File: src/design/lsbd_pkg.sv
// Shared types and constants for the line-scan binarize/despeckle block.
// No dependencies; compiled first.
`default_nettype none

package lsbd_pkg;

    localparam int LINE_LEN_DEF   = 128;
    localparam int TAIL_START_DEF = 120;
    localparam int MAX_GROUPS     = 16;
    localparam int PIX_W          = 8;
    localparam int GRP_W          = 4;

    localparam logic [PIX_W-1:0] PIX_MAX = 8'hff;
    localparam logic [PIX_W-1:0] PIX_MIN = 8'h00;

    typedef logic [PIX_W-1:0] t_pixel;
    typedef logic [GRP_W-1:0] t_group;

    typedef enum logic [2:0] {
        ST_LOAD,
        ST_BIN,
        ST_PASS1,
        ST_PASS2,
        ST_TAIL,
        ST_EMIT
    } t_state;

    // controller -> datapath
    typedef struct packed {
        logic load;       // pixel beat accepted
        logic rd_en;      // read line store for thresholding
        logic p1_en;      // lone-pixel pass step
        logic p1_ok;      // position is a lone-pixel candidate
        logic p2_en;      // pair pass step
        logic p2_ok;      // position is a pair candidate
        logic tail_en;    // force tail bright
        logic out_shift;  // output beat taken, move to next group
    } t_cmd;

    // datapath -> controller
    typedef struct packed {
        logic load_last;  // next pixel completes the line
    } t_stat;

endpackage

`default_nettype wire

File: src/design/lsbd_pix_if.sv
// Pixel input channel: valid/ready handshake with one 8-bit sample per beat.
// Depends on lsbd_pkg.
`default_nettype none

interface lsbd_pix_if;
    logic            valid;
    logic            ready;
    lsbd_pkg::t_pixel pixel;

    modport source (output valid, output pixel, input ready);
    modport sink   (input valid, input pixel, output ready);
endinterface

`default_nettype wire

File: src/design/lsbd_grp_if.sv
// Result channel: one packed group of eight binary pixels per beat.
// Depends on lsbd_pkg.
`default_nettype none

interface lsbd_grp_if;
    logic             valid;
    logic             ready;
    lsbd_pkg::t_pixel bits;
    lsbd_pkg::t_group group;
    lsbd_pkg::t_pixel threshold;
    logic             last;

    modport source (output valid, output bits, output group, output threshold, output last,
                    input ready);
    modport sink   (input valid, input bits, input group, input threshold, input last,
                    output ready);
endinterface

`default_nettype wire

File: src/design/line_scan_binarize_despeckle_core.sv
// Line-scan binarizer with despeckle: top level joining controller and datapath.
// Depends on lsbd_pkg, lsbd_pix_if, lsbd_grp_if, lsbd_ctrl, lsbd_dpath.
//
// Pixels of a line are accepted one per cycle. The beat that completes the line
// starts processing: the threshold scan (line store read port), the lone-pixel
// pass and the pair pass, each stepping once through every pixel position (one
// shift-register rotation per position), then one tail step. Then
// min(ceil(LINE_LEN/8),16) group beats are offered, each carrying the line's
// threshold. While groups drain, pixels of the next line are accepted, up to
// but not including the one that completes it; input stalls during processing.
`default_nettype none

module line_scan_binarize_despeckle_core #(
    parameter int LINE_LEN   = lsbd_pkg::LINE_LEN_DEF,
    parameter int TAIL_START = lsbd_pkg::TAIL_START_DEF
) (
    input  wire          i_clk,
    input  wire          i_rst_n,
    lsbd_pix_if.sink     i_pix,
    lsbd_grp_if.source   o_grp
);
    import lsbd_pkg::*;

    localparam int AW = $clog2(LINE_LEN);

    t_cmd          w_cmd;
    t_stat         w_stat;
    logic [AW-1:0] w_rd_addr;
    logic          w_in_ready;
    logic          w_out_valid;
    t_group        w_group;
    logic          w_last;
    t_pixel        w_bits;
    t_pixel        w_thr;

    lsbd_ctrl #(
        .LINE_LEN (LINE_LEN)
    ) u_ctrl (
        .i_clk       (i_clk),
        .i_rst_n     (i_rst_n),
        .i_in_valid  (i_pix.valid),
        .o_in_ready  (w_in_ready),
        .o_out_valid (w_out_valid),
        .i_out_ready (o_grp.ready),
        .i_stat      (w_stat),
        .o_cmd       (w_cmd),
        .o_rd_addr   (w_rd_addr),
        .o_group     (w_group),
        .o_last      (w_last)
    );

    lsbd_dpath #(
        .LINE_LEN   (LINE_LEN),
        .TAIL_START (TAIL_START)
    ) u_dpath (
        .i_clk     (i_clk),
        .i_rst_n   (i_rst_n),
        .i_cmd     (w_cmd),
        .i_pixel   (i_pix.pixel),
        .i_rd_addr (w_rd_addr),
        .o_stat    (w_stat),
        .o_bits    (w_bits),
        .o_thr     (w_thr)
    );

    assign i_pix.ready     = w_in_ready;
    assign o_grp.valid     = w_out_valid;
    assign o_grp.bits      = w_bits;
    assign o_grp.group     = w_group;
    assign o_grp.threshold = w_thr;
    assign o_grp.last      = w_last;

    // a completing pixel must never land while the previous line is still draining
    a_no_complete_in_emit: assert property (@(posedge i_clk) disable iff (!i_rst_n)
        (w_out_valid && w_stat.load_last) |-> !w_in_ready)
        else $error("line completed while groups pending");

    a_gap_after_last: assert property (@(posedge i_clk) disable iff (!i_rst_n)
        (w_out_valid && o_grp.ready && w_last) |=> !w_out_valid)
        else $error("output valid right after last group");

    a_group_step: assert property (@(posedge i_clk) disable iff (!i_rst_n)
        (w_out_valid && o_grp.ready && !w_last) |=>
            (w_out_valid && (w_group == GRP_W'($past(w_group) + 1'b1))))
        else $error("group index did not advance");

    a_thr_steady: assert property (@(posedge i_clk) disable iff (!i_rst_n)
        (w_out_valid && $past(w_out_valid)) |-> $stable(w_thr))
        else $error("threshold changed during emission");

endmodule

`default_nettype wire

File: src/design/lsbd_ctrl.sv
// Controller state machine: load, threshold scan, two filter passes, tail, emit.
// Depends on lsbd_pkg.
`default_nettype none

module lsbd_ctrl #(
    parameter int LINE_LEN = lsbd_pkg::LINE_LEN_DEF
) (
    input  wire                         i_clk,
    input  wire                         i_rst_n,
    input  wire                         i_in_valid,
    output logic                        o_in_ready,
    output logic                        o_out_valid,
    input  wire                         i_out_ready,
    input  lsbd_pkg::t_stat             i_stat,
    output lsbd_pkg::t_cmd              o_cmd,
    output logic [$clog2(LINE_LEN)-1:0] o_rd_addr,
    output lsbd_pkg::t_group            o_group,
    output logic                        o_last
);
    import lsbd_pkg::*;

    localparam int AW     = $clog2(LINE_LEN);
    localparam int CW     = $clog2(LINE_LEN + 1);
    localparam int GROUPS = ((LINE_LEN + 7) / 8 > MAX_GROUPS) ? MAX_GROUPS
                                                               : (LINE_LEN + 7) / 8;

    t_state        r_state, n_state;
    logic [CW-1:0] r_cnt, n_cnt;
    t_group        r_grp, n_grp;

    always_ff @(posedge i_clk) begin
        if (!i_rst_n) begin
            r_state <= ST_LOAD;
            r_cnt   <= '0;
            r_grp   <= '0;
        end else begin
            r_state <= n_state;
            r_cnt   <= n_cnt;
            r_grp   <= n_grp;
        end
    end

    always_comb begin
        n_state     = r_state;
        n_cnt       = r_cnt;
        n_grp       = r_grp;
        o_cmd       = '0;
        o_in_ready  = 1'b0;
        o_out_valid = 1'b0;
        unique case (r_state)
            ST_LOAD: begin
                o_in_ready = 1'b1;
                o_cmd.load = i_in_valid;
                if (i_in_valid && i_stat.load_last) begin
                    n_state = ST_BIN;
                    n_cnt   = '0;
                end
            end
            ST_BIN: begin
                // read data and its valid flag are registered, so run one extra step
                o_cmd.rd_en = (r_cnt != CW'(LINE_LEN));
                n_cnt       = r_cnt + 1'b1;
                if (r_cnt == CW'(LINE_LEN)) begin
                    n_state = ST_PASS1;
                    n_cnt   = '0;
                end
            end
            ST_PASS1: begin
                o_cmd.p1_en = 1'b1;
                o_cmd.p1_ok = (r_cnt != '0) && (r_cnt != CW'(LINE_LEN - 1));
                n_cnt       = r_cnt + 1'b1;
                if (r_cnt == CW'(LINE_LEN - 1)) begin
                    n_state = ST_PASS2;
                    n_cnt   = '0;
                end
            end
            ST_PASS2: begin
                o_cmd.p2_en = 1'b1;
                o_cmd.p2_ok = (r_cnt != '0) && (r_cnt <= CW'(LINE_LEN - 3));
                n_cnt       = r_cnt + 1'b1;
                if (r_cnt == CW'(LINE_LEN - 1)) begin
                    n_state = ST_TAIL;
                    n_cnt   = '0;
                end
            end
            ST_TAIL: begin
                o_cmd.tail_en = 1'b1;
                n_state       = ST_EMIT;
                n_grp         = '0;
            end
            ST_EMIT: begin
                o_out_valid = 1'b1;
                // the next line may load, but not complete, while groups drain
                o_in_ready  = !i_stat.load_last;
                o_cmd.load  = i_in_valid && !i_stat.load_last;
                if (i_out_ready) begin
                    o_cmd.out_shift = 1'b1;
                    if (r_grp == GRP_W'(GROUPS - 1)) begin
                        n_state = ST_LOAD;
                    end else begin
                        n_grp = r_grp + 1'b1;
                    end
                end
            end
            default: begin
                n_state = ST_LOAD;
            end
        endcase
    end

    assign o_rd_addr = r_cnt[AW-1:0];
    assign o_group   = r_grp;
    assign o_last    = (r_grp == GRP_W'(GROUPS - 1));

endmodule

`default_nettype wire

File: src/design/lsbd_dpath.sv
// Datapath: line store memory, min/max tracking, threshold, binary line
// shift register with filter taps, output packing. Depends on lsbd_pkg.
`default_nettype none

module lsbd_dpath #(
    parameter int LINE_LEN   = lsbd_pkg::LINE_LEN_DEF,
    parameter int TAIL_START = lsbd_pkg::TAIL_START_DEF
) (
    input  wire                         i_clk,
    input  wire                         i_rst_n,
    input  lsbd_pkg::t_cmd              i_cmd,
    input  lsbd_pkg::t_pixel            i_pixel,
    input  wire [$clog2(LINE_LEN)-1:0]  i_rd_addr,
    output lsbd_pkg::t_stat             o_stat,
    output lsbd_pkg::t_pixel            o_bits,
    output lsbd_pkg::t_pixel            o_thr
);
    import lsbd_pkg::*;

    localparam int AW = $clog2(LINE_LEN);

    t_pixel              r_mem [LINE_LEN];
    t_pixel              r_rd_data;
    logic                r_rd_v;
    logic [AW-1:0]       r_load_cnt, n_load_cnt;
    t_pixel              r_max, n_max;
    t_pixel              r_min, n_min;
    t_pixel              r_thr, n_thr;
    logic [LINE_LEN-1:0] r_line, n_line;
    logic [LINE_LEN-1:0] w_tail;
    t_pixel              w_max, w_min;
    logic                w_flip1, w_flip2;
    logic                w_last;

    assign w_last = (r_load_cnt == AW'(LINE_LEN - 1));
    assign w_max  = (i_pixel > r_max) ? i_pixel : r_max;
    assign w_min  = (i_pixel < r_min) ? i_pixel : r_min;

    always_ff @(posedge i_clk) begin
        if (i_cmd.load) begin
            r_mem[r_load_cnt] <= i_pixel;
        end
        r_rd_data <= r_mem[i_rd_addr];
    end

    always_comb begin
        n_load_cnt = r_load_cnt;
        n_max      = r_max;
        n_min      = r_min;
        n_thr      = r_thr;
        if (i_cmd.load) begin
            if (w_last) begin
                n_load_cnt = '0;
                n_max      = PIX_MIN;
                n_min      = PIX_MAX;
                n_thr      = PIX_W'(({1'b0, w_max} + {1'b0, w_min}) >> 1);
            end else begin
                n_load_cnt = r_load_cnt + 1'b1;
                n_max      = w_max;
                n_min      = w_min;
            end
        end
    end

    always_comb begin
        for (int k = 0; k < LINE_LEN; k++) begin
            w_tail[k] = (k >= TAIL_START);
        end
    end

    // bit 0 is the current position, bit LINE_LEN-1 the already-filtered left
    // neighbor; each step rotates right so the line realigns after a pass
    assign w_flip1 = i_cmd.p1_ok && (r_line[0] != r_line[LINE_LEN-1])
                                 && (r_line[0] != r_line[1]);
    assign w_flip2 = i_cmd.p2_ok && (r_line[0] == r_line[1])
                                 && (r_line[0] != r_line[LINE_LEN-1])
                                 && (r_line[0] != r_line[2]);

    always_comb begin
        priority if (i_cmd.out_shift) begin
            n_line = r_line >> 8;
        end else if (r_rd_v) begin
            n_line = {(r_rd_data >= r_thr), r_line[LINE_LEN-1:1]};
        end else if (i_cmd.p1_en) begin
            n_line = {r_line[0] ^ w_flip1, r_line[LINE_LEN-1:1]};
        end else if (i_cmd.p2_en) begin
            n_line = {r_line[0] ^ w_flip2, r_line[LINE_LEN-1:2], r_line[1] ^ w_flip2};
        end else if (i_cmd.tail_en) begin
            n_line = r_line | w_tail;
        end else begin
            n_line = r_line;
        end
    end

    always_ff @(posedge i_clk) begin
        if (!i_rst_n) begin
            r_load_cnt <= '0;
            r_max      <= PIX_MIN;
            r_min      <= PIX_MAX;
            r_rd_v     <= 1'b0;
        end else begin
            r_load_cnt <= n_load_cnt;
            r_max      <= n_max;
            r_min      <= n_min;
            r_rd_v     <= i_cmd.rd_en;
        end
    end

    always_ff @(posedge i_clk) begin
        r_thr  <= n_thr;
        r_line <= n_line;
    end

    assign o_stat.load_last = w_last;
    assign o_bits           = r_line[7:0];
    assign o_thr            = r_thr;

endmodule

`default_nettype wire
File: src/flat_wrapper.sv
// flat-port wrapper written by rule: the top's interface ports become plain ports
module line_scan_binarize_despeckle_core_flat import lsbd_pkg::*;
#(
    parameter int LINE_LEN   = lsbd_pkg::LINE_LEN_DEF,
    parameter int TAIL_START = lsbd_pkg::TAIL_START_DEF
)
  (i_clk, i_rst_n, i_pix_valid, i_pix_pixel, i_pix_ready, o_grp_valid, o_grp_bits, o_grp_group, o_grp_threshold, o_grp_last, o_grp_ready);
  lsbd_pix_if i_pix_i ();
  lsbd_grp_if o_grp_i ();
  input  wire i_clk;
  input  wire i_rst_n;
  input wire logic [$bits(i_pix_i.valid)-1:0] i_pix_valid;
  input wire logic [$bits(i_pix_i.pixel)-1:0] i_pix_pixel;
  output wire logic [$bits(i_pix_i.ready)-1:0] i_pix_ready;
  output wire logic [$bits(o_grp_i.valid)-1:0] o_grp_valid;
  output wire logic [$bits(o_grp_i.bits)-1:0] o_grp_bits;
  output wire logic [$bits(o_grp_i.group)-1:0] o_grp_group;
  output wire logic [$bits(o_grp_i.threshold)-1:0] o_grp_threshold;
  output wire logic [$bits(o_grp_i.last)-1:0] o_grp_last;
  input wire logic [$bits(o_grp_i.ready)-1:0] o_grp_ready;
  assign i_pix_i.valid = i_pix_valid;
  assign i_pix_i.pixel = i_pix_pixel;
  assign i_pix_ready = i_pix_i.ready;
  assign o_grp_valid = o_grp_i.valid;
  assign o_grp_bits = o_grp_i.bits;
  assign o_grp_group = o_grp_i.group;
  assign o_grp_threshold = o_grp_i.threshold;
  assign o_grp_last = o_grp_i.last;
  assign o_grp_i.ready = o_grp_ready;
  line_scan_binarize_despeckle_core #(.LINE_LEN(LINE_LEN), .TAIL_START(TAIL_START)) u_core (.i_clk(i_clk), .i_rst_n(i_rst_n), .i_pix(i_pix_i), .o_grp(o_grp_i));
endmodule
File: config.mk
export PLATFORM = sky130hd
export DESIGN_NAME = line_scan_binarize_despeckle_core_flat
export DESIGN_NICKNAME = d
export VERILOG_FILES = /design/src/design/lsbd_pkg.sv /design/src/design/lsbd_pix_if.sv /design/src/design/lsbd_grp_if.sv /design/src/design/line_scan_binarize_despeckle_core.sv /design/src/design/lsbd_ctrl.sv /design/src/design/lsbd_dpath.sv /design/src/flat_wrapper.sv
export SDC_FILE = /design/constraint.sdc
export NUM_CORES = 2
export LEC_CHECK = 0
export ABC_CLOCK_PERIOD_IN_PS = 10330
export BUFFER_PORTS_ARGS = -buffer_cell sky130_fd_sc_hd__buf_2
export CAP_MARGIN = 20
export CORE_MARGIN = 5
export CORE_UTILIZATION = 52
export CTS_CLUSTER_DIAMETER = 200
export DETAILED_ROUTE_END_ITERATION = 12
export GPL_ROUTABILITY_DRIVEN = 0
export PLACE_DENSITY = 0.67
export SETUP_SLACK_MARGIN = 0.3
export SYNTH_ARGS = -nofsm -noshare
export SYNTH_HDL_FRONTEND = slang
export SYNTH_HIERARCHICAL = 1
export SYNTH_SLANG_ARGS = --single-unit
export TNS_END_PERCENT = 1
File: constraint.sdc
create_clock -name i_clk -period 10.33 [get_ports i_clk]
set_input_delay 0 -clock i_clk [delete_from_list [all_inputs] [get_ports i_clk]]
set_output_delay 0 -clock i_clk [all_outputs]
set_load 0.02 [all_outputs]
==> impl_metrics.tcl <==
set metrics [dict create \
    clock_tree.htree_level_count 3 \
    final_number_of_hold_violating_endpoints 0 \
    num_io_pins 35 \
    routed-via-count 24956 \
    syn-mean-instance-area_um2 18.5 \
    power_density_mw_per_mm2 181 \
    drt_wl_total_mm 109 \
    cp-start-kind "flop" \
    finalHoldWorstSlack_ps 160 \
    placementRows 112 \
    die_w_um 316 \
    layout_commonest_cell "sky130_fd_sc_hd__edfxtp_1" \
    xor_xnor_fraction_of_synth_area_pct 0.179 \
    synthArstFlopShare_pct 0 \
    fmax_ghz 0.189 \
    synth_flop_cell "sky130_fd_sc_hd__edfxtp_1" \
    synthAdderAreaFrac_pct 0.932 \
    worstPathRequired_ps 10640 \
    min_period_over_period_pct 51.3 \
    via_count_of_the_first_global_routing_pass 24646 \
    initialDrtViolationCount 3215 \
    grt_start_max_net_pins 154 \
    routed_wire_length_per_instance_um 27.0 \
    synth_cells 2640 \
    setup_viol 0 \
    fin_crit_ps 5300 \
    layout-drive-gt1-share_pct 21.9 \
    buffers_inverters_on_critical_path 4 \
    synth_cell_type_count 70 \
    tightest_slew_ps 1090 \
    crit_path_end_kind "flop" \
    critPathTopFamily "simple AND/OR/NAND/NOR gates" \
    cellLeakagePower_nw 16.3 \
    clk_pin_slew_worst_paths_ps 60 \
    timing.slew.headroom_pct 27.1 \
    crit_chain "nand4_1, inv_1, nand3_1, inv_1, nor2b_1, a21oi_1, nor2_1, and2_1, buf_4, nor2b_1, nand3_1, buf_4, nor2_1" \
    hpwl_reported_at_the_end_of_detailed_placement_mm 67.6 \
    run_status "complete, no violations" \
    postLayoutCellArea_mm2 0.0541 \
    postSynthNetCount 2687 \
    synth-warning-count 6 \
    timing_worst_setup_path_type "flop to flop" \
    synth_simple_gate_area_share_pct 5.22 \
    clock_latency_ps 700 \
    final_cell_mix "sky130_fd_sc_hd__edfxtp_1, sky130_fd_sc_hd__mux4_2, sky130_fd_sc_hd__nand2_1, sky130_fd_sc_hd__nor2_1, sky130_fd_sc_hd__o21ai_0" \
    drt-vias-per-instance 6.18 \
    max_cap_violations 0 \
    cts_inserted_buffers 118 \
    net_count_reported_at_finish 2727 \
    hp-class "primary input to flop" \
    max-clock-path-buffers 3 \
    max_ir_drop_vdd_mv 0.140 \
    drv_slew 0 \
    clock-skew-final_ps 23.4 \
    clk_root_buffer_cell "sky130_fd_sc_hd__clkbuf_16" \
    synth-seq-area-share_pct 73.1 \
    postPlaceCellArea_mm2 0.0502 \
    route.detailed.drc 0 \
    firstDrtPassIters 6 \
    synth_compound_area_share_pct 2.98 \
    synth.ff_latch_count 1207 \
    cp_max_fo 23 \
    start_util_pct 52.3 \
    fp.dieArea_mm2 0.100 \
    setup-tns-final_ps 0 \
    syn2layout_area_growth_pct 10.7 \
    synth_edf_count 1152 \
    worst_path_max_delay_cell "sky130_fd_sc_hd__and2_1" \
    critical-path-max-stage-delay_ps 680 \
    final_antenna_net_count 0 \
    floorplan_die_height_um 316 \
    critical_path_arrival_ps 5610 \
    core_mm2 0.0933 \
    buffer_ports.inserted 34 \
    groute.usage.overall_pct 21.9 \
    mappedNetlistArea_mm2 0.0488 \
    tritoncts_clock_tree "built" \
    grt_antenna_before_repair 1 \
    clock-sinks 1207 \
    grt_overflow_total 0 \
    rsz0062_at_grt "false" \
    global_route_wire_length_before_repair_mm 163 \
    synth_mux_area_share_pct 15.7 \
    largest_family_of_logic_cells_by_synthesized_area "multiplexers" \
]
## where the power goes
| part | switching, W | internal (W) | total, W |
|---|---|---|---|
| sequential | 0.0000172 | 0.00537 | 0.00539 |
| clock | 0.00177 | 0.00236 | 0.00413 |
| combinational | 0.000207 | 0.0000892 | 0.000296 |
## cell usage after synthesis, drive strengths merged (6+ instances only)
cell type / instances / share of area (%)
ha: 34 / 0.87
clkbuf: 95 / 0.73
nor3: 33 / 0.35
o211ai: 13 / 0.20
nand3: 26 / 0.27
nor2b: 21 / 0.27
nand2: 297 / 2.3
mux4: 336 / 15
mux2: 8 / 0.18
o22ai: 10 / 0.13
buf: 69 / 0.83
a2bb2oi: 6 / 0.11
nand4: 7 / 0.090
dfxtp: 55 / 2.3
nor2: 153 / 1.2
a21oi: 25 / 0.26
edfxtp: 1152 / 71
and2: 13 / 0.17
o21ai: 144 / 1.5
nand2b: 13 / 0.18
xor2: 6 / 0.11
a21o: 6 / 0.092
inv: 41 / 0.32
a211oi: 10 / 0.16
## stage by stage
| step | total power (W) | setup WS, ps | instances | util [%] |
|---|---|---|---|---|
| after floorplan | 0.00563 | 5270 | 2640 | - |
| after global placement | 0.00577 | 5130 | 3801 | 53.8 |
| after detailed placement | 0.00578 | 5160 | 3801 | 53.8 |
| after CTS | 0.00989 | 5150 | 4029 | 57.9 |
| after global routing | 0.0101 | 4760 | 4031 | 57.9 |
| final | 0.00981 | 5030 | 4035 | 58.0 |
## kinds of logic (layout without fill, tap and decap cells)
group,Yosys count,after routing
fa+ha+maj,36,36
xor+xnor,10,10
mux,346,346
buf+inv,206,343
compound gates,246,246
other cells,0,4
flops,1207,1207
simple gates,589,589
## flip-flops by register name, summed over array words and instances, names as in the netlist
signal	flops
u_core/u_ctrl/o_group	4
u_core/u_ctrl/r_cnt	8
u_core/u_ctrl/r_state	3
u_core/u_dpath/o_thr	8
u_core/u_dpath/r_line	128
u_core/u_dpath/r_load_cnt	7
u_core/u_dpath/r_max	8
u_core/u_dpath/r_mem	1024
u_core/u_dpath/r_min	8
u_core/u_dpath/r_rd_data	8
u_core/u_dpath/r_rd_v	1
## layer usage
layer	global-route usage [%]	part of all wire (%)	routed length, µm
met3	3.22	7.2	7820
met4	4.78	1.7	1810
met2	34.9	48	52700
met1	32.8	43	46700
met5	0	0.016	17
## repair_timing
action / 4_1_cts / 5_1_grt
buffers inserted: 0 / 0
hold endpoints to repair: 112 / 0
hold buffers: 11 / 0
resized for setup: 0 / 0
## final timing paths
path / startpoint / endpoint / slack (ps) / cells past startpoint
hold / removal: i_pix_pixel[6] / u_core/u_dpath/r_mem[48][6] / 160 / 2
setup / recovery: u_core/u_dpath/r_load_cnt[3] / u_core/u_dpath/r_mem[110][2] / 5030 / 13
setup reg to reg: u_core/u_dpath/r_load_cnt[3] / u_core/u_dpath/r_mem[110][2] / 5030 / 13
hold reg to reg: u_core/u_dpath/r_line[123] / u_core/u_dpath/r_line[122] / 520 / 2
## area by class of cell
| class | count | area [µm²] |
|---|---|---|
| Clock inverter | 69 | 601 |
| Timing Repair Buffer | 85 | 651 |
| Inverter | 41 | 154 |
| Antenna cell | 4 | 10.0 |
| Fill cell | 6824 | 39200 |
| Tap cell | 1254 | 1570 |
| Sequential cell | 1207 | 35700 |
| Clock buffer | 148 | 3120 |
| Multi-Input combinational cell | 1227 | 12300 |
(Power assumes the default switching activity.)
